<file path="config.mk">
export PLATFORM = sky130hd
export DESIGN_NAME = sfeg_div
export DESIGN_NICKNAME = d
export VERILOG_FILES = /design/src/design/sfeg_pkg.sv /design/src/design/sfeg_div.sv
export SDC_FILE = /design/constraint.sdc
export NUM_CORES = 1
export LEC_CHECK = 0
export BUFFER_PORTS_ARGS = -buffer_cell sky130_fd_sc_hd__buf_2
export CORE_MARGIN = 2
export CORE_UTILIZATION = 45
export DETAILED_ROUTE_END_ITERATION = 8
export GPL_TIMING_DRIVEN = 0
export PLACE_DENSITY_LB_ADDON = 0.12
export SLEW_MARGIN = 25
export SYNTH_ARGS = -nofsm -noshare
export SYNTH_HDL_FRONTEND = slang
export SYNTH_SLANG_ARGS = --single-unit
</file>
<file path="constraint.sdc">
create_clock -name clk -period 3.9 [get_ports clk]
set_clock_uncertainty 0.1 [all_clocks]
set_input_delay 0.39 -clock clk [delete_from_list [all_inputs] [get_ports clk]]
set_output_delay 0.39 -clock clk [all_outputs]
set_load 0.1 [all_outputs]
</file>
<file path="src/design/sfeg_pkg.sv">
// ----------------------------------------------------------------------------
// sfeg_pkg
// Shared types, constants and saturating helpers for the SVI fit error and
// gradient block.
// ----------------------------------------------------------------------------
`default_nettype none

package sfeg_pkg;

  // Fixed-point format of inputs and intermediates, and the Q32.32 shift
  localparam int FRAC_BITS = 28;
  localparam int QSH       = 2 * FRAC_BITS - 32;

  // Input queue between front and back
  localparam int Q_DEPTH = 4;
  localparam int Q_AW    = $clog2(Q_DEPTH);

  // Config port address width (six 32-bit registers at 4*i)
  localparam int ADDR_W = 5;

  // Sequential unit lengths
  localparam int MUL_LAST = 5;             // multiplier: four partial products
  localparam int DIV_BITS = 64;            // divider: one quotient bit a cycle
  localparam int SQ_PRE   = 3;             // root: two squares and a sum
  localparam int SQ_LAST  = SQ_PRE + 32 - 1;

  typedef logic signed [63:0] s64_t;

  localparam s64_t S64_MAX = {1'b0, {63{1'b1}}};
  localparam s64_t S64_MIN = {1'b1, 63'd0};

  // Register map index
  typedef enum logic [2:0] {
    REG_SLOPE_B   = 3'd0,
    REG_SKEW_RHO  = 3'd1,
    REG_SHIFT_M   = 3'd2,
    REG_SIGMA     = 3'd3,
    REG_ATM_VAR   = 3'd4,
    REG_WANT_GRAD = 3'd5
  } reg_idx_t;

  // Configuration as seen by the datapath
  typedef struct packed {
    logic        [30:0] b;
    logic signed [29:0] rho;
    logic signed [31:0] m;
    logic        [30:0] sig;
    logic        [30:0] atm;
    logic               grad;
  } cfg_t;

  // One queued point; xi = k - m is formed on entry
  typedef struct packed {
    logic signed [31:0] k;
    logic signed [31:0] wm;
    logic signed [32:0] xi;
    logic               last;
  } item_t;

  typedef struct packed {
    logic start;
    s64_t a;
    s64_t b;
    logic qsh;
  } mul_req_t;

  typedef struct packed {
    logic done;
    s64_t res;
  } mul_rsp_t;

  typedef struct packed {
    logic        start;
    logic [63:0] num;
    logic [31:0] den;
  } div_req_t;

  typedef struct packed {
    logic        done;
    logic [63:0] quo;
  } div_rsp_t;

  typedef struct packed {
    logic               start;
    logic signed [32:0] x;
    logic        [30:0] s;
  } sq_req_t;

  typedef struct packed {
    logic        done;
    logic [31:0] root;
  } sq_rsp_t;

  // Back-end sequencer
  typedef enum logic [4:0] {
    S_IDLE, S_R0, S_RR, S_C0, S_BRHO, S_WK1, S_WK2, S_RES, S_SSE,
    S_R2B, S_TB, S_TB2, S_Q1, S_Q2, S_INV_R, S_INV_R0, S_BS, S_R2BS,
    S_GB, S_GRHO, S_GM, S_GS, S_EMIT
  } back_state_t;

  function automatic s64_t sat_add(s64_t a, s64_t b);
    logic [64:0] s;
    s = {a[63], a} + {b[63], b};
    if (s[64] != s[63]) return s[64] ? S64_MIN : S64_MAX;
    return s64_t'(s[63:0]);
  endfunction

  function automatic s64_t sat_sub(s64_t a, s64_t b);
    logic [64:0] s;
    s = {a[63], a} - {b[63], b};
    if (s[64] != s[63]) return s[64] ? S64_MIN : S64_MAX;
    return s64_t'(s[63:0]);
  endfunction

  function automatic logic [63:0] mag64(s64_t a);
    return a[63] ? (64'd0 - a) : a;
  endfunction

  // Apply a sign to a magnitude, saturating to the int64 range
  function automatic s64_t from_mag(logic neg, logic [63:0] u);
    if (neg) begin
      if (u[63]) return S64_MIN;
      return s64_t'(64'd0 - u);
    end
    if (u[63]) return S64_MAX;
    return s64_t'(u);
  endfunction

  function automatic s64_t neg_sat(s64_t a);
    return from_mag(!a[63], mag64(a));
  endfunction

endpackage

`default_nettype wire

</file>
<file path="src/design/sfeg_div.sv">
// ----------------------------------------------------------------------------
// sfeg_div
// Unsigned 64-by-32 restoring divider, one quotient bit per cycle.
// ----------------------------------------------------------------------------
`default_nettype none

module sfeg_div (
  input  wire logic               clk,
  input  wire logic               rst_n,
  input  wire sfeg_pkg::div_req_t req,
  output sfeg_pkg::div_rsp_t      rsp
);

  localparam int CW = $clog2(sfeg_pkg::DIV_BITS);

  logic          busy_r, done_r;
  logic [CW-1:0] cnt_r;
  logic [31:0]   rem_r, den_r;
  logic [63:0]   quo_r;
  logic [32:0]   trial, diff;
  logic          qbit;

  // Shift in the next dividend bit, subtract when it fits
  assign trial = {rem_r, quo_r[63]};
  assign diff  = trial - {1'b0, den_r};
  assign qbit  = !diff[32];

  always_ff @(posedge clk) begin
    if (!rst_n) begin
      busy_r <= 1'b0;
      done_r <= 1'b0;
      cnt_r  <= '0;
    end else begin
      done_r <= 1'b0;
      if (!busy_r) begin
        if (req.start) begin
          busy_r <= 1'b1;
          cnt_r  <= '0;
        end
      end else begin
        cnt_r <= cnt_r + 1'b1;
        if (cnt_r == CW'(sfeg_pkg::DIV_BITS - 1)) begin
          busy_r <= 1'b0;
          done_r <= 1'b1;
        end
      end
    end
  end

  always_ff @(posedge clk) begin
    if (!busy_r) begin
      if (req.start) begin
        rem_r <= '0;
        quo_r <= req.num;
        den_r <= req.den;
      end
    end else begin
      rem_r <= qbit ? diff[31:0] : trial[31:0];
      quo_r <= {quo_r[62:0], qbit};
    end
  end

  assign rsp.done = done_r;
  assign rsp.quo  = quo_r;

endmodule

`default_nettype wire

</file>
======== Word-level counts from Yosys, hierarchy flattened ========
Cells that the tools add are included.
word-level totals
  register bits after elaboration ......... 136
  bits of input ports ..................... 99
  output and inout bits ................... 65
  word-level logic and storage cells ...... 25
cells by class
  $add $sub $neg .......................... 2
  eq/ne operators ......................... 1
  muxes and demuxes ....................... 11
  bitwise operators ....................... 1
  reductions and logical operators ........ 4
operator list
  kind                   count
  $mux W64               2
  $mux W32               3
  $sub A33 B32 Y33       1
  $mux W6                2
  $add A6 B1 Y6 const B  1
  $eq A6 B6 Y1 const B   1
  $mux W1                4
  $reduce_and A2 Y1      2
  $reduce_bool A2 Y1     1
  $logic_not A1 Y1       1
  $not A1 Y1             1

======== Longest topological paths before layout ========
  depth after elaboration ................. 3
  depth in mapped cells ................... 15
  mapped depth without buffers ............ 12

======== Worst setup path before layout ========
No wires, ideal clock.
  path type ............................... register to register
  start point ............................. register quo_r[63]
  end point ............................... register rem_r[0], data pin
  setup time .............................. 0.255 ns
  arrival ................................. 3.475 ns
  data required time ...................... 3.545 ns
  slack ................................... 0.071 ns
  stages on the path, launching flop included .. 15
  path through ............................ edfxtp_1 -> inv_1 -> ha_1 -> fa_1 -> nand2b_1 -> a21oi_1 -> o21a_1 -> a311o_1 -> a31o_1 -> buf_2 -> a41o_1 -> nor2_2 -> buf_6 -> mux2i_1 -> and2_1
on the way
  cells in the longest elaborated chain, start to end .. 3
RTL lines
  element                   line            text
  start: declaration        sfeg_div.sv:19  logic [63:0] quo_r;
  start signal: assignment  sfeg_div.sv:54  quo_r <= req.num;
  start signal: assignment  sfeg_div.sv:59  quo_r <= {quo_r[62:0], qbit};
  $sub A33 B32 Y33          sfeg_div.sv:25  assign diff = trial - {1'b0, den_r};
  $mux W32 *                sfeg_div.sv:58  rem_r <= qbit ? diff[31:0] : trial[31:0];
  $mux W32 *                sfeg_div.sv:51  if (!busy_r) begin
  end signal: assignment    sfeg_div.sv:58
  end: declaration          sfeg_div.sv:18  logic [31:0] rem_r, den_r;
Mark *: on every way between the ends. The rest lies on a longest branch, timed or not.
A chain may end at the register's enable or synchronous reset.

======== Worst setup path in the final report ========
  start point ............................. register rem_r[4]
  end point ............................... register rem_r[7], data pin
on the way
  cells in the longest elaborated chain, start to end .. 3
RTL lines
  element           line
  $sub A33 B32 Y33  sfeg_div.sv:25
  $mux W32          sfeg_div.sv:58
  $mux W32          sfeg_div.sv:51
Every way passes these cells.

==> impl_metrics.toml <==
[placement]
post_dp_cell_area_um2 = 8352
place.detailed.hpwl_um = 12040
io_buffer_count = 163
place.gp.congestion = 0.9015

[layout]
layout_commonest_cell = "sky130_fd_sc_hd__buf_2"
commonest_cells_after_routing_fill_and_taps_aside = "sky130_fd_sc_hd__buf_2 (164), sky130_fd_sc_hd__edfxtp_1 (128), sky130_fd_sc_hd__mux2_2 (64), sky130_fd_sc_hd__a21oi_1 (44), sky130_fd_sc_hd__inv_1 (41)"
num-fill-cells = 1408
finish.utilization = 0.5734
area.growth.synth_to_final_pct = 25.01
postLayoutCellArea_um2 = 9042
finalNetCount = 908
drive_gt1_frac = 0.3566

[floorplan]
floorplan.initialDensity = 0.4587
design.portCount = 164
dieArea_um2 = 17100
die_y_um = 130.8
floorplan.die.width_um = 130.8
placementRows = 46
core_region_area_um2 = 15770

[pwr]
ir_worst_vdd_v = 0.0003527
power.density_nw_per_um2 = 576.0
p_leak_nw = 3.778

[grt]
grt-ovfl-total = 0
grt_first_pass_wirelength_um = 26420
grtUsageTotal = 0.2008
grt_max_degree = 57
via_count_of_the_first_global_routing_pass = 5490
initial_antenna_violation_count = 1

[clocking]
clkSinkCount = 136
cts-htree-levels = 4
worst_skew_pair.late_latency_ns = 0.42
clk_pin_slew_ns = 0.06
clk_root_buffer_cell = "sky130_fd_sc_hd__clkbuf_16"
cts_tree = "built"
max-clock-path-buffers = 2
number_of_buffers_inserted_during_clock_tree_synthesis = 17

[setup_path]
cp_slowest_cell = "sky130_fd_sc_hd__edfxtp_1"
critical_path.max_fanout = 10
crit_arrival_ns = 3.77
data_required_time_at_the_worst_endpoint_ns = 3.95
worst_path_largest_cell_delay_ns = 0.39
setup.worst_path.start_class = "flip-flop"
crit_chain = "ha_1, a21o_1, or3_1, o21a_2, a311o_1, a31o_1, buf_2, a41o_2, nor2_2, buf_6, mux2i_1, nor2_1"
cp-end-kind = "flip-flop"
timing.setup.critical_path_class = "flip-flop to flip-flop"

[logic_synthesis]
yosysWarnings = 0
complex_gate_fraction_of_the_synthesized_area = 0.1057
netlist-cell-type-count = 57
synthesis.area_per_instance_um2 = 12.28
syn-num-nets = 722
post_synth_inst_count = 589
share_of_cell_area_taken_by_muxes_after_synthesis = 0.1287
synth-edff-count = 128
largest_family_of_logic_cells_by_synthesized_area = "multiplexers"
xor_xnor_share_of_the_synthesized_area = 0.03148
synth_seq_area_share = 0.5535
synth_simple_gate_area_frac = 0.08182
synth_async_sr_flop_share = 0
post_synth_fa_ha_maj_area_fraction = 0.05985
ys_ff_latch = 136
synth_top_cell_by_area = "sky130_fd_sc_hd__edfxtp_1"
top_area_cell_type_share_of_the_netlist_area = 0.5314
syn_area_um2 = 7233
synth_ff_type = "sky130_fd_sc_hd__edfxtp_1"
synth_area_leaders = "sky130_fd_sc_hd__edfxtp_1 (53%), sky130_fd_sc_hd__mux2_2 (10%), sky130_fd_sc_hd__ha_1 (5.7%)"

[sta]
worst_margin_slew_ns = 0.7546
timing.hold.ws_ns = 0.04193
final_max_slew_viol_count = 0
setup_violations = 0
rsz0062_at_grt = "false"
report.final.hold_viol_count = 0
slew_headroom = 0.4962
final.min_clock_period_ns = 3.726
achievable-frequency_mhz = 268.4
final_min_period_over_clock_period = 0.9554

[drt]
firstDrtPassIters = 4
vias = 5294
drc_errors = 0
drt_first_iter_violations = 314
route.detailed.vias_per_inst = 5.268
antenna_left = 0
route.detailed.wl_per_inst_um = 16.68
totalWireLength_um = 16760

[run]
max_cap_violations = 0

[status]
status = "complete, no violations"

[worst_hold_path]
worstHoldPathType = "input port to flip-flop"
==> where the power goes <==
| part | switching [mW] | internal (mW) | leakage, nW | total (mW) |
|---|---|---|---|---|
| Sequential | 0.0775 | 1.78 | 1.36 | 1.86 |
| Clock | 0.643 | 1.15 | 0.318 | 1.79 |
| Combinational | 1.08 | 0.485 | 2.10 | 1.56 |
| Total | 1.80 | 3.41 | 3.78 | 5.21 |
==> stage by stage <==
step | setup slack [ns] | cells | power [mW] | TNS (ns)
6_report | 0.1738 | 1005 | 5.208 | 0
5_1_grt | 0.03873 | 1005 | 5.427 | 0
4_1_cts | 0.08292 | 1001 | 5.214 | 0
3_5_place_dp | 0.1184 | 969 | 3.414 | 0
3_3_place_gp | -0.5716 | 968 | 3.393 | -48.05
2_1_floorplan | 0.07055 | 589 | 3.105 | 0
==> sequential cells by signal, summed over array words and instances, names as in the netlist <==
name,count
busy_r,1
cnt_r,6
den_r,32
done_r,1
quo_r,64
rem_r,32
==> Yosys cell counts, drive strengths merged (2+ instances only) <==
master / n
xor2: 8
a311o: 2
o31ai: 2
nand3: 7
a211oi: 2
a21o: 11
and3: 3
a31o: 3
edfxtp: 128
nand4b: 2
nand2: 33
dfxtp: 8
o21bai: 3
or2: 2
nor3b: 4
o41ai: 2
a311oi: 2
o22ai: 4
inv: 43
nand2b: 7
clkbuf: 14
o211ai: 5
nor2: 36
nor2b: 4
mux2i: 21
o21a: 4
ha: 33
nand4: 7
and2: 4
o21ai: 21
nor3: 5
nor4: 4
a21oi: 44
buf: 10
or3: 2
mux2: 64
a41oi: 3
xnor2: 18
a31oi: 4
==> worst max-delay path: cells and delay by family (launching register included) <==
family / cells / cell delay [ns]
AOI/OAI and AO/OA: 5 / 1.37
adders and majority gates: 1 / 0.38
buffers and inverters: 2 / 0.40
DFF: 1 / 0.39
muxes: 1 / 0.25
and+or+nand+nor: 3 / 0.54
==> cell type report <==
class,count,area (um2),area share
Antenna cell,1,2.502,0.0002767
Buffer,24,122.6,0.01356
Clock buffer,19,432.9,0.04788
Clock inverter,13,219.0,0.02421
Inverter,44,170.2,0.01882
Multi-Input combinational cell,385,2955,0.3268
Sequential cell,136,4004,0.4428
Tap cell,216,270.3,0.02989
Timing Repair Buffer,167,865.8,0.09575
==> repair_timing <==
| item | in CTS | in global routing |
|---|---|---|
| hold buffers | 0 | 0 |
| resized for setup | 0 | 6 |
| endpoints found under the setup margin | 0 | 26 |
| buffers inserted | 0 | 3 |
==> cells by family after synthesis <==
logic type,after synthesis
flip-flops,136
AO/OA/AOI/OAI,118
buffers and inverters,68
AND/OR/NAND/NOR,122
XOR/XNOR,26
adder cells (fa/ha/maj),34
multiplexers,85
==> per-layer routing <==
layer	share of wire	vias to the layer above	wire, um	track usage
li1	-	2560	-	-
met1	0.44	2551	7332	0.2445
met2	0.48	165	7985	0.3306
met3	0.070	18	1170	0.07085
met4	0.016	0	272	0.07509
met5	0	-	0	0
==> worst paths after layout <==
| path | start | endpoint | slack, ns | cells past startpoint |
|---|---|---|---|---|
| worst min register to register | cnt_r[5]$_SDFFE_PN0P_ | done_r$_SDFF_PN0_ | 0.39 | 2 |
| worst min-delay path | req[31] | den_r[31]$_DFFE_PP_ | 0.04 | 1 |
| worst max register to register | rem_r[4]$_SDFFCE_PN0P_ | rem_r[7]$_SDFFCE_PN0P_ | 0.17 | 12 |
| worst max-delay path | rem_r[4]$_SDFFCE_PN0P_ | rem_r[7]$_SDFFCE_PN0P_ | 0.17 | 12 |
Power figures use the tool's default switching activity.
