`config.mk`:
```
export PLATFORM = sky130hd
export DESIGN_NAME = sfeg_sqrt
export DESIGN_NICKNAME = d
export VERILOG_FILES = /design/src/design/sfeg_pkg.sv /design/src/design/sfeg_sqrt.sv
export SDC_FILE = /design/constraint.sdc
export NUM_CORES = 2
export LEC_CHECK = 0
export ABC_AREA = 0
export BUFFER_PORTS_ARGS = -buffer_cell sky130_fd_sc_hd__buf_4
export CORE_ASPECT_RATIO = 1.4
export CORE_UTILIZATION = 45
export CTS_CLUSTER_DIAMETER = 40
export CTS_CLUSTER_SIZE = 16
export DETAILED_ROUTE_END_ITERATION = 8
export GPL_TIMING_DRIVEN = 1
export SLEW_MARGIN = 20
export SYNTH_ARGS = -nofsm -noshare
export SYNTH_HDL_FRONTEND = slang
export SYNTH_SLANG_ARGS = --single-unit
export TNS_END_PERCENT = 1
```
`constraint.sdc`:
```
create_clock -name clk -period 9.33 [get_ports clk]
set_input_delay 0.933 -clock clk [delete_from_list [all_inputs] [get_ports clk]]
set_output_delay 0.933 -clock clk [all_outputs]
set_load 0.1 [all_outputs]
```
`src/design/sfeg_pkg.sv`:
```
// ----------------------------------------------------------------------------
// sfeg_pkg
// Shared types, constants and saturating helpers for the SVI fit error and
// gradient block.
// ----------------------------------------------------------------------------
`default_nettype none

package sfeg_pkg;

  // Fixed-point format of inputs and intermediates, and the Q32.32 shift
  localparam int FRAC_BITS = 28;
  localparam int QSH       = 2 * FRAC_BITS - 32;

  // Input queue between front and back
  localparam int Q_DEPTH = 4;
  localparam int Q_AW    = $clog2(Q_DEPTH);

  // Config port address width (six 32-bit registers at 4*i)
  localparam int ADDR_W = 5;

  // Sequential unit lengths
  localparam int MUL_LAST = 5;             // multiplier: four partial products
  localparam int DIV_BITS = 64;            // divider: one quotient bit a cycle
  localparam int SQ_PRE   = 3;             // root: two squares and a sum
  localparam int SQ_LAST  = SQ_PRE + 32 - 1;

  typedef logic signed [63:0] s64_t;

  localparam s64_t S64_MAX = {1'b0, {63{1'b1}}};
  localparam s64_t S64_MIN = {1'b1, 63'd0};

  // Register map index
  typedef enum logic [2:0] {
    REG_SLOPE_B   = 3'd0,
    REG_SKEW_RHO  = 3'd1,
    REG_SHIFT_M   = 3'd2,
    REG_SIGMA     = 3'd3,
    REG_ATM_VAR   = 3'd4,
    REG_WANT_GRAD = 3'd5
  } reg_idx_t;

  // Configuration as seen by the datapath
  typedef struct packed {
    logic        [30:0] b;
    logic signed [29:0] rho;
    logic signed [31:0] m;
    logic        [30:0] sig;
    logic        [30:0] atm;
    logic               grad;
  } cfg_t;

  // One queued point; xi = k - m is formed on entry
  typedef struct packed {
    logic signed [31:0] k;
    logic signed [31:0] wm;
    logic signed [32:0] xi;
    logic               last;
  } item_t;

  typedef struct packed {
    logic start;
    s64_t a;
    s64_t b;
    logic qsh;
  } mul_req_t;

  typedef struct packed {
    logic done;
    s64_t res;
  } mul_rsp_t;

  typedef struct packed {
    logic        start;
    logic [63:0] num;
    logic [31:0] den;
  } div_req_t;

  typedef struct packed {
    logic        done;
    logic [63:0] quo;
  } div_rsp_t;

  typedef struct packed {
    logic               start;
    logic signed [32:0] x;
    logic        [30:0] s;
  } sq_req_t;

  typedef struct packed {
    logic        done;
    logic [31:0] root;
  } sq_rsp_t;

  // Back-end sequencer
  typedef enum logic [4:0] {
    S_IDLE, S_R0, S_RR, S_C0, S_BRHO, S_WK1, S_WK2, S_RES, S_SSE,
    S_R2B, S_TB, S_TB2, S_Q1, S_Q2, S_INV_R, S_INV_R0, S_BS, S_R2BS,
    S_GB, S_GRHO, S_GM, S_GS, S_EMIT
  } back_state_t;

  function automatic s64_t sat_add(s64_t a, s64_t b);
    logic [64:0] s;
    s = {a[63], a} + {b[63], b};
    if (s[64] != s[63]) return s[64] ? S64_MIN : S64_MAX;
    return s64_t'(s[63:0]);
  endfunction

  function automatic s64_t sat_sub(s64_t a, s64_t b);
    logic [64:0] s;
    s = {a[63], a} - {b[63], b};
    if (s[64] != s[63]) return s[64] ? S64_MIN : S64_MAX;
    return s64_t'(s[63:0]);
  endfunction

  function automatic logic [63:0] mag64(s64_t a);
    return a[63] ? (64'd0 - a) : a;
  endfunction

  // Apply a sign to a magnitude, saturating to the int64 range
  function automatic s64_t from_mag(logic neg, logic [63:0] u);
    if (neg) begin
      if (u[63]) return S64_MIN;
      return s64_t'(64'd0 - u);
    end
    if (u[63]) return S64_MAX;
    return s64_t'(u);
  endfunction

  function automatic s64_t neg_sat(s64_t a);
    return from_mag(!a[63], mag64(a));
  endfunction

endpackage

`default_nettype wire

```
`src/design/sfeg_sqrt.sv`:
```
// ----------------------------------------------------------------------------
// sfeg_sqrt
// Radius floor(sqrt(min(x^2,...) + s^2)) with |x| clipped to 32 bits and the
// sum saturated to 64 bits. Two squares, one sum, then one root bit a cycle.
// ----------------------------------------------------------------------------
`default_nettype none

module sfeg_sqrt (
  input  wire logic              clk,
  input  wire logic              rst_n,
  input  wire sfeg_pkg::sq_req_t req,
  output sfeg_pkg::sq_rsp_t      rsp
);

  logic        busy_r, done_r;
  logic [5:0]  ph_r;
  logic [31:0] ux_r, s_r, root_r, mopa;
  logic [63:0] p_r, v_r, prod;
  logic [34:0] rem_r, rem_t, trial, diff;
  logic [64:0] vsum;
  logic [32:0] ax;
  logic [31:0] ux;

  // Clip |x| to 32 bits
  assign ax = req.x[32] ? (33'd0 - req.x) : req.x;
  assign ux = ax[32] ? '1 : ax[31:0];

  // One squarer shared by both terms
  assign mopa = (ph_r == 6'd0) ? ux_r : s_r;
  assign prod = 64'(mopa) * 64'(mopa);
  assign vsum = {1'b0, v_r} + {1'b0, p_r};

  // Digit recurrence: two radicand bits per root bit
  assign rem_t = {rem_r[32:0], v_r[63:62]};
  assign trial = {1'b0, root_r, 2'b01};
  assign diff  = rem_t - trial;

  always_ff @(posedge clk) begin
    if (!rst_n) begin
      busy_r <= 1'b0;
      done_r <= 1'b0;
      ph_r   <= '0;
    end else begin
      done_r <= 1'b0;
      if (!busy_r) begin
        if (req.start) begin
          busy_r <= 1'b1;
          ph_r   <= '0;
        end
      end else begin
        ph_r <= ph_r + 6'd1;
        if (ph_r == 6'(sfeg_pkg::SQ_LAST)) begin
          busy_r <= 1'b0;
          done_r <= 1'b1;
        end
      end
    end
  end

  always_ff @(posedge clk) begin
    if (!busy_r) begin
      if (req.start) begin
        ux_r <= ux;
        s_r  <= {1'b0, req.s};
      end
    end else begin
      if (ph_r == 6'd0) begin
        p_r <= prod;
      end else if (ph_r == 6'd1) begin
        v_r <= p_r;
        p_r <= prod;
      end else if (ph_r == 6'd2) begin
        v_r    <= vsum[64] ? '1 : vsum[63:0];
        rem_r  <= '0;
        root_r <= '0;
      end else begin
        v_r <= {v_r[61:0], 2'b00};
        if (!diff[34]) begin
          rem_r  <= diff;
          root_r <= {root_r[30:0], 1'b1};
        end else begin
          rem_r  <= rem_t;
          root_r <= {root_r[30:0], 1'b0};
        end
      end
    end
  end

  assign rsp.done = done_r;
  assign rsp.root = root_r;

endmodule

`default_nettype wire

```
## After elaboration in Yosys (flattened, before gate mapping)

Index checks and enable logic that the tools add are counted.

- Input port bits: 67
- Flip-flop bits (word level): 264

- Reduce and logical (&&, ||, !) cells: 8
- Equal/unequal tests: 3
- Bitwise gates (word level): 3
- Add/sub/neg operators: 4
- Mux-type cells: 15
- Multiply operators: 1

Operators with widths:

| operator | count |
|---|---|
| 64-bit two-way mux | 5 |
| 33-bit two-way mux | 2 |
| 64-bit by 64-bit adder with 65-bit output | 1 |
| 32-bit by 32-bit multiplier with 64-bit output | 1 |
| 35-bit by 34-bit subtractor with 35-bit output | 1 |
| 1-bit by 33-bit subtractor with 33-bit output (first input constant) | 1 |
| 32-bit two-way mux | 1 |
| 6-bit two-way mux | 2 |
| 2-bit AND reduction | 4 |
| 6-bit by 1-bit adder with 6-bit output (second input constant) | 1 |
| 6-bit by 1-bit equality test with 1-bit output (second input constant) | 1 |
| 6-bit by 2-bit equality test with 1-bit output (second input constant) | 1 |
| 6-bit equality test (second input constant) | 1 |
| 6-bit logical NOT | 1 |
| 1-bit two-way mux | 5 |
| 2-bit nonzero test | 2 |
| 1-bit inverter | 3 |
| 3-bit AND reduction | 1 |

## Longest topological paths before layout

- Word-level depth: 5
- Gate-level depth with buffers: 37
- Gate-level depth less buffers: 33

## Worst setup path after synthesis

No wires, ideal clock.

- Kind: register -> register
- From: register ph_r[5]
- To: register p_r[63], data pin
- Slack: 0.412 ns
- Path buffers: 4
- Arrival: 8.658 ns
- Cell stages (with the launch flop): 35
- Setup time: 0.260 ns
- Cell sequence: dfxtp_1 -> nor4_2 -> and2_1 -> clkbuf_1 -> buf_2 -> nand2_1 -> nand2_1 -> clkinv_1 -> clkbuf_1 -> nor2_1 -> ha_1 -> xor2_1 -> fa_1 -> inv_1 -> fa_1 -> fa_1 -> inv_1 -> fa_1 -> fa_1 -> fa_1 -> inv_1 -> fa_1 -> inv_1 -> ha_1 -> clkbuf_1 -> a2111oi_0 -> o221ai_1 -> nand3_1 -> nand3_1 -> a41oi_1 -> o21ai_1 -> a211oi_1 -> o21ai_0 -> a31oi_1 -> xnor2_1

- Longest elaborated chain between the ends: 5

Ends and longest elaborated chain:

| element | RTL line | RTL |
|---|---|---|
| start: declaration | sfeg_sqrt.sv:16 | `logic [5:0] ph_r;` |
| start signal: assignment | sfeg_sqrt.sv:51 | `ph_r <= ph_r + 6'd1;` |
| 6-bit logical NOT * | sfeg_sqrt.sv:29 | `assign mopa = (ph_r == 6'd0) ? ux_r : s_r;` |
| 32-bit two-way mux * | sfeg_sqrt.sv:29 |  |
| 32-bit by 32-bit multiplier with 64-bit output * | sfeg_sqrt.sv:30 | `assign prod = 64'(mopa) * 64'(mopa);` |
| net prod[63] | sfeg_sqrt.sv:18 | `logic [63:0] p_r, v_r, prod;` |
| 64-bit two-way mux | sfeg_sqrt.sv:69 | `end else if (ph_r == 6'd1) begin` |
| 64-bit two-way mux * | sfeg_sqrt.sv:67 | `if (ph_r == 6'd0) begin` |
| end signal: assignment | sfeg_sqrt.sv:68 | `p_r <= prod;` |
| end signal: assignment | sfeg_sqrt.sv:71 | `p_r <= prod;` |
| end: declaration | sfeg_sqrt.sv:18 |  |

Mark *: on every way through the listed nets, which the timed path passes. The rest lies on a longest branch. The select of a mux whose other input is x is not followed.
A chain may end at the register's enable or synchronous reset.

## Worst setup path in the final report

- From: register ph_r[5]
- To: register p_r[62], data pin

The elaborated chain is that of the path after synthesis.

==> flow_metrics.tcl <==
set metrics [dict create \
    status "completed" \
    clkTransAtPathRegs_ns 0.07 \
    yosysTopAreaCell "fa_1" \
    whs_path_depth 1 \
    ys_seq_area_share_pct 17.2 \
    r2r_slack_ns 0.15 \
    path_delay_family "adder cells" \
    cts_tree "done" \
    synthCells 4887 \
    hp-start "req[16]" \
    cts_buffer_depth 3 \
    syn_area_mm2 0.0454 \
    place.gp.congestion 0.962 \
    drt_pre_antenna_iters 6 \
    fin_crit_sh_pct 98.3 \
    finalClockSkew_ns 0.0358 \
    yosys_warnings 0 \
    setup_violations 0 \
    reg2reg_depth 33 \
    cts_sinks 263 \
    fp.dieW_um 270 \
    drc_errors 0 \
    grt_pass1_vias 37599 \
    cp-end-kind "register" \
    grt_pass1_wl_um 209000 \
    min_to "s_r[16]$_DFFE_PP_" \
    dp.cells 6280 \
    crit_fanout 30 \
    drt-met1-wl_um 51300 \
    cp_common_cell "fa_1" \
    chipHeight_um 378 \
    start_util_pct 45.5 \
    dp_hpwl_um 111000 \
    setup.worst_path.start_class "register" \
    grtUsageTotal_pct 26.7 \
    rsz0062_at_grt "true" \
    vias_per_cell 5.38 \
    vias 34305 \
    area_growth_pct 11.2 \
    core-area_mm2 0.0998 \
    drive_gt1_share_pct 9.04 \
    r2r-end "p_r[62]$_DFFE_PP_" \
    tightest_slew_ns 1.00 \
    syn_nets 6136 \
    synth_area_per_cell_um2 9.28 \
    relSlewSlack_pct 32.8 \
    crit_buf_inv 10 \
    critPathArrivalTime_ns 9.51 \
    fin_util_pct 50.6 \
    top_layer "met5" \
    rows 137 \
    gr-total-overflow 0 \
    final_common_cell "inv_1" \
    crit_type "register to register" \
    place_ws_ns -0.394 \
    hp-class "primary input to register" \
    synthTopCellsByArea "fa_1 35%, edfxtp_1 17%, ha_1 11%, inv_1 8.6%, nand2_1 4.3%" \
    cts_root_buffer "clkbuf_16" \
    synth-seq-cells 263 \
    cts_made_buffers 44 \
    insertion_delay_ns 0.60 \
    fin_hold_ws_ns 0.504 \
    slew_viol_final 0 \
    layout_common_cells "1035 x inv_1, 791 x fa_1, 513 x nand2_1, 388 x nor2_1, 387 x ha_1" \
    drt_wl_total_um 134000 \
    portBuffers 99 \
    drtIter0Drc 1929 \
    async_flop_share_pct 0 \
    antenna_left 0 \
    wire_per_inst_um 21.0 \
    cp.depth 33 \
    cp_slowest_stage_delay_ns 0.56 \
    required_ns 9.67 \
    fin_nets 6267 \
    grt_max_degree 80 \
    num_io_pins 100 \
    wl_met2_um 68100 \
    maxCapViolations 0 \
    num_antenna_cells 0 \
    hold_viol 0 \
    fin_ws_ns 0.154 \
    synth.top_cell.area_share_pct 35.0 \
    layout.cells.non_filler 6373 \
    worst_path_max_delay_cell "fa_1" \
    timing.rr.start "ph_r[5]$_SDFFE_PN0P_" \
    synth_enable_flop_cells 255 \
    design.die.area_mm2 0.102 \
    synthFlopType "edfxtp_1" \
    synth_cell_types 87 \
    fmax_mhz 109 \
    period_minus_slack_ns 9.18 \
    wl_met3_um 6020 \
    cts_htree_levels 2 \
    antenna_found_initial 2 \
]
==> timing repair <==
item | in CTS | in global routing
buffers inserted | 2 | 9
pin swaps | 0 | 3
gates cloned | 0 | 1
gates resized for setup | 11 | 43
endpoints found under the setup margin | 5 | 17
hold buffers | 0 | 0
==> stage by stage <==
stage	TNS, ns	area [um2]
4_1_cts	0	50200
6_report	0	50400
5_1_grt	-0.392	50400
3_3_place_gp	-0.552	48500
3_5_place_dp	-0.819	48500
2_1_floorplan	0	45400
==> cell families after synthesis <==
group	Yosys count	synth area share, %
AND/OR/NAND/NOR	1212	11.6
adder cells (fa/ha/maj)	1182	45.7
AO/OA/AOI/OAI	749	10.5
buffers and inverters	1249	10.4
multiplexers	25	0.557
XOR/XNOR	207	4.00
flip-flops	263	17.2
==> synth_stat cells (23+ instances only) <==
cell type and count:
nand3_1 72, xor2_1 103, nor2_1 398, nor3_1 35
clkbuf_1 168, xnor2_1 104, and2_1 34, o22ai_1 59
nand2_1 518, o21bai_1 24, o31ai_1 37, inv_1 1040
ha_1 390, o21ai_1 72, nand4_1 43, fa_1 792
a21oi_1 197, a21o_1 93, o21a_1 23, edfxtp_1 255
o21ai_0 94, mux2i_1 23
==> worst register-to-register path: cells and delay by family, from the launching register on <==
family / cells / cell delay, ns
adder cells (fa/ha/maj): 9 / 4.38
buffers and inverters: 10 / 1.55
AO/OA/AOI/OAI: 5 / 1.11
XOR/XNOR: 1 / 0.11
AND/OR/NAND/NOR: 8 / 1.46
flip-flops: 1 / 0.32
==> per-layer routing <==
layer | vias up | GRT usage [%]
li1 | 15824 | -
met1 | 17075 | 30.6
met2 | 1039 | 48.7
met3 | 363 | 3.23
met4 | 4 | 14.0
met5 | - | 0
==> area by class of cell <==
cell class / count / area [um2]
clock buffer: 45 / 1130
clock inverter: 36 / 454
fill: 9460 / 49300
inverter: 1051 / 3970
multi-input combinational: 3375 / 33100
sequential: 263 / 7820
tap: 1320 / 1650
timing repair buffer: 283 / 2350
==> sequential cells by signal, indices dropped and copies added (netlist names) <==
register  cells
p_r          63
rem_r        33
v_r          64
ph_r          6
ux_r         32
busy_r        1
s_r          31
done_r        1
root_r       32
==> worst max path at each step <==
stage,startpoint,to,slack (ns)
6_report,ph_r[5]$_SDFFE_PN0P_,p_r[62]$_DFFE_PP_,0.15
5_1_grt,ph_r[5]$_SDFFE_PN0P_,p_r[61]$_DFFE_PP_,-0.11
4_1_cts,ph_r[5]$_SDFFE_PN0P_,p_r[62]$_DFFE_PP_,0.0005
3_5_place_dp,ph_r[5]$_SDFFE_PN0P_,p_r[62]$_DFFE_PP_,-0.39
3_3_place_gp,ph_r[5]$_SDFFE_PN0P_,p_r[62]$_DFFE_PP_,-0.34
2_1_floorplan,ph_r[5]$_SDFFE_PN0P_,p_r[63]$_DFFE_PP_,0.41
Power is not shown: default switching activity piles up to over one toggle a cycle in this logic, so the estimate is an artifact.
