$ cat src/design/sfeg_pkg.sv
// ----------------------------------------------------------------------------
// sfeg_pkg
// Shared types, constants and saturating helpers for the SVI fit error and
// gradient block.
// ----------------------------------------------------------------------------
`default_nettype none

package sfeg_pkg;

  // Fixed-point format of inputs and intermediates, and the Q32.32 shift
  localparam int FRAC_BITS = 28;
  localparam int QSH       = 2 * FRAC_BITS - 32;

  // Input queue between front and back
  localparam int Q_DEPTH = 4;
  localparam int Q_AW    = $clog2(Q_DEPTH);

  // Config port address width (six 32-bit registers at 4*i)
  localparam int ADDR_W = 5;

  // Sequential unit lengths
  localparam int MUL_LAST = 5;             // multiplier: four partial products
  localparam int DIV_BITS = 64;            // divider: one quotient bit a cycle
  localparam int SQ_PRE   = 3;             // root: two squares and a sum
  localparam int SQ_LAST  = SQ_PRE + 32 - 1;

  typedef logic signed [63:0] s64_t;

  localparam s64_t S64_MAX = {1'b0, {63{1'b1}}};
  localparam s64_t S64_MIN = {1'b1, 63'd0};

  // Register map index
  typedef enum logic [2:0] {
    REG_SLOPE_B   = 3'd0,
    REG_SKEW_RHO  = 3'd1,
    REG_SHIFT_M   = 3'd2,
    REG_SIGMA     = 3'd3,
    REG_ATM_VAR   = 3'd4,
    REG_WANT_GRAD = 3'd5
  } reg_idx_t;

  // Configuration as seen by the datapath
  typedef struct packed {
    logic        [30:0] b;
    logic signed [29:0] rho;
    logic signed [31:0] m;
    logic        [30:0] sig;
    logic        [30:0] atm;
    logic               grad;
  } cfg_t;

  // One queued point; xi = k - m is formed on entry
  typedef struct packed {
    logic signed [31:0] k;
    logic signed [31:0] wm;
    logic signed [32:0] xi;
    logic               last;
  } item_t;

  typedef struct packed {
    logic start;
    s64_t a;
    s64_t b;
    logic qsh;
  } mul_req_t;

  typedef struct packed {
    logic done;
    s64_t res;
  } mul_rsp_t;

  typedef struct packed {
    logic        start;
    logic [63:0] num;
    logic [31:0] den;
  } div_req_t;

  typedef struct packed {
    logic        done;
    logic [63:0] quo;
  } div_rsp_t;

  typedef struct packed {
    logic               start;
    logic signed [32:0] x;
    logic        [30:0] s;
  } sq_req_t;

  typedef struct packed {
    logic        done;
    logic [31:0] root;
  } sq_rsp_t;

  // Back-end sequencer
  typedef enum logic [4:0] {
    S_IDLE, S_R0, S_RR, S_C0, S_BRHO, S_WK1, S_WK2, S_RES, S_SSE,
    S_R2B, S_TB, S_TB2, S_Q1, S_Q2, S_INV_R, S_INV_R0, S_BS, S_R2BS,
    S_GB, S_GRHO, S_GM, S_GS, S_EMIT
  } back_state_t;

  function automatic s64_t sat_add(s64_t a, s64_t b);
    logic [64:0] s;
    s = {a[63], a} + {b[63], b};
    if (s[64] != s[63]) return s[64] ? S64_MIN : S64_MAX;
    return s64_t'(s[63:0]);
  endfunction

  function automatic s64_t sat_sub(s64_t a, s64_t b);
    logic [64:0] s;
    s = {a[63], a} - {b[63], b};
    if (s[64] != s[63]) return s[64] ? S64_MIN : S64_MAX;
    return s64_t'(s[63:0]);
  endfunction

  function automatic logic [63:0] mag64(s64_t a);
    return a[63] ? (64'd0 - a) : a;
  endfunction

  // Apply a sign to a magnitude, saturating to the int64 range
  function automatic s64_t from_mag(logic neg, logic [63:0] u);
    if (neg) begin
      if (u[63]) return S64_MIN;
      return s64_t'(64'd0 - u);
    end
    if (u[63]) return S64_MAX;
    return s64_t'(u);
  endfunction

  function automatic s64_t neg_sat(s64_t a);
    return from_mag(!a[63], mag64(a));
  endfunction

endpackage

`default_nettype wire

$ cat src/design/sfeg_mul.sv
// ----------------------------------------------------------------------------
// sfeg_mul
// Signed 64x64 multiply, shifted right by FRAC_BITS or QSH with truncation
// toward zero and int64 saturation. One 32x32 partial product per cycle.
// ----------------------------------------------------------------------------
`default_nettype none

module sfeg_mul (
  input  wire logic               clk,
  input  wire logic               rst_n,
  input  wire sfeg_pkg::mul_req_t req,
  output sfeg_pkg::mul_rsp_t      rsp
);

  logic                busy_r, done_r, neg_r, qsh_r;
  logic [2:0]          cnt_r;
  logic [63:0]         ua_r, ub_r, pp_r;
  logic [127:0]        acc_r, pp_ext, shifted;
  logic [31:0]         opa, opb;
  logic [63:0]         prod, lo;
  sfeg_pkg::s64_t      res_r;

  // Partial product select
  always_comb begin
    unique case (cnt_r[1:0])
      2'd0: begin opa = ua_r[31:0];  opb = ub_r[31:0];  end
      2'd1: begin opa = ua_r[31:0];  opb = ub_r[63:32]; end
      2'd2: begin opa = ua_r[63:32]; opb = ub_r[31:0];  end
      default: begin opa = ua_r[63:32]; opb = ub_r[63:32]; end
    endcase
  end
  assign prod = 64'(opa) * 64'(opb);

  // Alignment of the registered partial product (added in the cycle after it is formed)
  always_comb begin
    unique case (cnt_r)
      3'd1:    pp_ext = {64'd0, pp_r};
      3'd2,
      3'd3:    pp_ext = {32'd0, pp_r, 32'd0};
      3'd4:    pp_ext = {pp_r, 64'd0};
      default: pp_ext = '0;
    endcase
  end

  // Scale, then clamp anything above 64 bits
  assign shifted = qsh_r ? (acc_r >> sfeg_pkg::QSH) : (acc_r >> sfeg_pkg::FRAC_BITS);
  assign lo      = (|shifted[127:64]) ? '1 : shifted[63:0];

  always_ff @(posedge clk) begin
    if (!rst_n) begin
      busy_r <= 1'b0;
      cnt_r  <= '0;
      done_r <= 1'b0;
    end else begin
      done_r <= 1'b0;
      if (!busy_r) begin
        if (req.start) begin
          busy_r <= 1'b1;
          cnt_r  <= '0;
        end
      end else begin
        cnt_r <= cnt_r + 3'd1;
        if (cnt_r == 3'(sfeg_pkg::MUL_LAST)) begin
          busy_r <= 1'b0;
          done_r <= 1'b1;
        end
      end
    end
  end

  always_ff @(posedge clk) begin
    if (!busy_r) begin
      if (req.start) begin
        ua_r  <= sfeg_pkg::mag64(req.a);
        ub_r  <= sfeg_pkg::mag64(req.b);
        neg_r <= req.a[63] ^ req.b[63];
        qsh_r <= req.qsh;
        acc_r <= '0;
      end
    end else begin
      if (cnt_r <= 3'd3) pp_r <= prod;
      acc_r <= acc_r + pp_ext;
      if (cnt_r == 3'(sfeg_pkg::MUL_LAST)) res_r <= sfeg_pkg::from_mag(neg_r, lo);
    end
  end

  assign rsp.done = done_r;
  assign rsp.res  = res_r;

endmodule

`default_nettype wire

$ cat config.mk
export PLATFORM = sky130hd
export DESIGN_NAME = sfeg_mul
export DESIGN_NICKNAME = d
export VERILOG_FILES = /design/src/design/sfeg_pkg.sv /design/src/design/sfeg_mul.sv
export SDC_FILE = /design/constraint.sdc
export NUM_CORES = 2
export LEC_CHECK = 0
export BUFFER_PORTS_ARGS = -buffer_cell sky130_fd_sc_hd__clkbuf_2
export CORE_MARGIN = 8
export CORE_UTILIZATION = 55
export CTS_CLUSTER_SIZE = 24
export DETAILED_ROUTE_END_ITERATION = 10
export HOLD_SLACK_MARGIN = 0.03
export PLACE_DENSITY = 0.72
export SLEW_MARGIN = 30
export SYNTH_ARGS = -nofsm -noshare
export SYNTH_HDL_FRONTEND = slang
export SYNTH_SLANG_ARGS = --single-unit
$ cat constraint.sdc
create_clock -name clk -period 20.9 [get_ports clk]
set_clock_uncertainty 0.2 [all_clocks]
set_input_delay 2.09 -clock clk [delete_from_list [all_inputs] [get_ports clk]]
set_output_delay 2.09 -clock clk [all_outputs]
set_load 0.02 [all_outputs]
Word-level counts from Yosys, hierarchy flattened
Cells that the tools add are included.
{"block": "totals", "register_bits": 391, "wordCells": 69}
{"block": "classes", "addsub": 5, "n_mul": 1, "order_cmp": 1, "eq_ne": 7, "mux": 31, "bitwise_logic": 2, "reduce_logical": 10}
{"cell": "2-to-1 mux 64 bit", "count": 7}
{"cell": "case mux 128 bit (3 select lines)", "count": 1}
{"cell": "2-to-1 mux 128 bit", "count": 2}
{"cell": "subtractor 1 x 64 -> 64 bit, first input constant", "count": 3}
{"cell": "adder 128 bit", "count": 1}
{"cell": "2-to-1 mux 63 bit", "count": 2}
{"cell": "2-to-1 mux 104 bit", "count": 1}
{"cell": "multiplier 32 x 32 -> 64 bit", "count": 1}
{"cell": "2-to-1 mux 32 bit", "count": 2}
{"cell": "OR reduction 64 bit", "count": 1}
{"cell": "2-to-1 mux 1 bit", "count": 14}
{"cell": "AND reduction 2 bit", "count": 4}
{"cell": "== test 3 x 2 -> 1 bit, second input constant", "count": 2}
{"cell": "== test 3 bit, second input constant", "count": 2}
{"cell": "2-to-1 mux 3 bit", "count": 2}
{"cell": "OR reduction 2 bit", "count": 3}
{"cell": "adder 3 x 1 -> 3 bit, second input constant", "count": 1}
{"cell": "== test 3 x 1 -> 1 bit, second input constant", "count": 1}
{"cell": "<= comparator 3 x 2 -> 1 bit, second input constant", "count": 1}
{"cell": "== test 2 x 1 -> 1 bit, second input constant", "count": 1}
{"cell": "== test 2 bit, second input constant", "count": 1}
{"cell": "zero test 2 bit", "count": 1}
{"cell": "nonzero test 2 bit", "count": 1}
{"cell": "inverter 1 bit", "count": 1}
{"cell": "XOR 1 bit", "count": 1}

Logic depth before layout (Yosys ltp)
{"block": "logic_depth", "depth_word": 12, "mapped_depth": 36, "depth_no_buf": 31}

Worst setup path before layout
No wires, ideal clock.
{"block": "synth_timing", "kind": "reg-to-reg", "start": "reg cnt_r[0]", "end": "reg pp_r[60] (data pin)", "setup_ns": 0.263, "arrival_ns": 9.047, "required_time_ns": 20.437, "path_slack_ns": 11.390, "path_stages_with_launch": 33, "n_path_buf": 4, "cell_sequence": "dfxtp_1 -> inv_1 -> ha_1 -> clkbuf_1 -> nor2_1 -> clkbuf_1 -> clkbuf_1 -> mux2i_1 -> clkbuf_1 -> nor2_1 -> fa_1 -> fa_1 -> fa_1 -> inv_1 -> fa_1 -> inv_1 -> ha_1 -> ha_1 -> fa_1 -> inv_1 -> fa_1 -> inv_1 -> ha_1 -> a21oi_1 -> or3b_2 -> o21a_1 -> o21ai_0 -> o31ai_1 -> a221oi_1 -> o21ai_0 -> nand2b_1 -> a311oi_1 -> xnor2_1"}
{"block": "synth_between", "elab_chain_len": 4}
{"element": "start, declared", "line": "sfeg_mul.sv:16", "rtl": "logic [2:0] cnt_r;"}
{"element": "start signal, assigned", "line": "sfeg_mul.sv:62", "rtl": "cnt_r <= cnt_r + 3'd1;"}
{"element": "== test 2 x 1 -> 1 bit, or another cell as far along", "line": "sfeg_mul.sv:25", "rtl": "unique case (cnt_r[1:0])"}
{"element": "OR reduction 2 bit (no line)"}
{"element": "2-to-1 mux 32 bit", "line": "sfeg_mul.sv:25"}
{"element": "multiplier 32 x 32 -> 64 bit *", "line": "sfeg_mul.sv:32", "rtl": "assign prod = 64'(opa) * 64'(opb);"}
{"element": "via prod[60]", "line": "sfeg_mul.sv:20", "rtl": "logic [63:0] prod, lo;"}
{"element": "end signal, assigned", "line": "sfeg_mul.sv:81", "rtl": "if (cnt_r <= 3'd3) pp_r <= prod;"}
{"element": "end, declared", "line": "sfeg_mul.sv:17", "rtl": "logic [63:0] ua_r, ub_r, pp_r;"}
Mark *: on every way through the listed nets, which the timed path passes. The rest lies on a longest branch.
A chain may end at the register's enable or synchronous reset.

Worst setup path in the final report
{"block": "layout_timing", "start": "reg cnt_r[0]", "end": "reg pp_r[58] (data pin)"}
Same word-level chain as after synthesis.

==> flow_summary.json <==
{
  "status": "finished, final reports clean",
  "hold_depth": 2,
  "cts.sinks": 391,
  "cts_tree": "built",
  "fin_crit_sh": 0.5429,
  "netlist.area_leader.share": 0.2982,
  "startpoint_type": "flip-flop",
  "tightest_slew_ps": 1062,
  "required_ps": 21070,
  "post-place-ws_ps": 9743,
  "synthDistinctLibCells": 80,
  "fp.dieArea_mm2": 0.1203,
  "arrival_ps": 11520,
  "grt_pass1_vias": 50380,
  "cts_htree_levels": 2,
  "rrSetupSlack_ps": 9550,
  "finalMaxSlewViolations": 0,
  "cts_buffers": 47,
  "crit_slowest_cell": "o31ai_1",
  "drt_iter0_markers": 5217,
  "syn_nets": 8032,
  "slowest_delay_ps": 770,
  "layout_min_cycle_time_ps": 11350,
  "ctsRootBufferMaster": "clkbuf_16",
  "fillers": 9511,
  "clk_pin_slew_worst_paths_ps": 60,
  "cpMostUsedCell": "fa_1",
  "worstRegToRegCells": 27,
  "post_cts_buffers": 0,
  "die_height_um": 346.9,
  "num_rows": 121,
  "clk_latency_ps": 680,
  "final_layout_size_suffix_gt1_frac": 0.07881,
  "synth-edff-count": 386,
  "grt_max_degree": 83,
  "netlist_area_mm2": 0.06022,
  "vias": 50050,
  "hp-start": "acc_r[0]",
  "critPathBufInv": 6,
  "hold-path-endpoint": "acc_r[0]",
  "nNetsFinal": 8041,
  "area_growth_pct": 6.585,
  "r2r-start": "cnt_r[0]",
  "cp_max_fo": 34,
  "yosysMostFrequentCell": "inv_1",
  "async_reset_ff_frac": 0,
  "cts_hold_buf": 0,
  "cts_resized": 0,
  "setup_viol": 0,
  "reg2reg_to": "pp_r[58]",
  "maxSlewHeadroom": 0.2918,
  "worstSetupEndpointType": "flip-flop",
  "postRouteAntennaNets": 0,
  "hp-class": "flip-flop to flip-flop",
  "drt-total-wl_um": 203600,
  "core_mm2": 0.1087,
  "drcViolationCount": 0,
  "synth.largest_area_cell": "fa_1",
  "crit_family": "adder cells",
  "synth_seq_cells": 391,
  "rsz0062_at_grt": "false",
  "yosys_warnings": 0,
  "initial_core_util": 0.5540,
  "gp_congestion": 1.013,
  "synth_area_leaders": "fa_1 (30%), edfxtp_1 (19%), ha_1 (8.3%), inv_1 (5.7%), nor2_1 (5.4%)",
  "synthFlopType": "edfxtp_1",
  "dr.pass1.iters": 6,
  "crit_type": "flip-flop to flip-flop",
  "viasPerCell": 6.203,
  "dpl.hpwl_um": 161300,
  "hold_violations": 0,
  "wire_per_inst_um": 25.24,
  "antenna_found_initial": 7,
  "dieWidth_um": 346.9,
  "port_buffers": 196,
  "tns_ps": 0,
  "grt_pass1_wl_um": 304600,
  "cts_buffer_depth": 3,
  "timing.final.ws_setup_ps": 9553,
  "ys_seq_area_frac": 0.1941,
  "gr-usage-all-layers": 0.3312,
  "clock.fmax_mhz": 88.13,
  "cap_violations": 0,
  "syn_inst": 6605,
  "gr-total-overflow": 0,
  "syn_avg_cell_area_um2": 9.117,
  "ios": 197,
  "synth_commonest_cells": "inv_1 (918), fa_1 (897), nor2_1 (860)"
}
[worst max path at each step]
stage | depth (start not counted) | startpoint | slack, ps | to
6_report | 27 | cnt_r[0] | 9550 | pp_r[58]
5_1_grt | 31 | cnt_r[0] | 9250 | pp_r[60]
4_1_cts | 31 | cnt_r[0] | 9690 | pp_r[58]
3_3_place_gp | 31 | cnt_r[0] | 9600 | pp_r[60]
3_5_place_dp | 31 | cnt_r[0] | 9740 | pp_r[58]
2_1_floorplan | 32 | cnt_r[0] | 11390 | pp_r[60]
[kinds of logic after synthesis]
family | share of synthesized area
adder cells (fa/ha/maj) | 0.3809
flip-flops | 0.1941
XOR/XNOR | 0.04945
buffers and inverters | 0.07723
multiplexers | 0.03397
AO/OA/AOI/OAI | 0.1052
AND/OR/NAND/NOR | 0.1591
[registers in the layout (all words and copies together), names as in the netlist]
register	flops
ub_r	64
ua_r	64
res_r	64
qsh_r	1
neg_r	1
busy_r	1
cnt_r	3
pp_r	64
done_r	1
acc_r	128
[stage by stage]
stage,instances,hold WS (ps),instance area (µm²),util
after global routing,8065,477.4,64170,0.5904
after floorplan,6605,406.2,60220,-
after global placement,7978,429.3,62620,0.5761
after detailed placement,7978,455.3,62630,0.5762
final,8069,475.7,64180,0.5904
after CTS,8062,471.8,64140,0.5901
[final cells by class]
type                    count  area [µm²]  share of cell area
repair buffers            280        1633             0.02544
clock buffers              58        1227             0.01912
well taps                1414        1769             0.02757
diodes                      6       15.01           0.0002339
flip-flops and latches    391       11690              0.1822
inverters                 918        3451             0.05377
clock inverters            26       280.3            0.004367
multi-input cells        4976       44120              0.6874
[placed cells by master, fill, tap and decap left out, types with 39 or more instances in the layout]
cell	count
inv_1	917
and3_1	52
mux2i_2	39
fa_1	897
o21bai_1	45
a22o_1	64
nand2b_1	39
ha_1	397
o31ai_1	48
a21o_1	106
xnor2_1	266
nand2_1	736
clkbuf_16	47
buf_4	82
a21oi_1	267
xor2_1	74
clkbuf_2	194
mux2_2	66
mux2i_1	87
edfxtp_1	386
nor3_1	80
nand4_1	83
and2_1	57
nand3_1	58
nor2_1	856
o21ai_0	210
or3_1	52
o21a_1	40
[per-layer routing]
layer  up-vias  GRT usage  routed length [µm]
li1      21710          -                   -
met1     24620     0.4205               76270
met2      2965     0.5117               89390
met3       758    0.09886               24030
met4         2     0.1754               13920
met5         -          0                  13
[tightest hold or removal path, delay by kind of cell, from the launching register on]
kind / cells / cell delay [ps]
flip-flops: 1 / 330
AND/OR/NAND/NOR: 1 / 120
adder cells (fa/ha/maj): 1 / 120
Power is left out: the tool's default activity adds up to more than one toggle a clock period on the data nets, which glitch-free logic cannot reach.
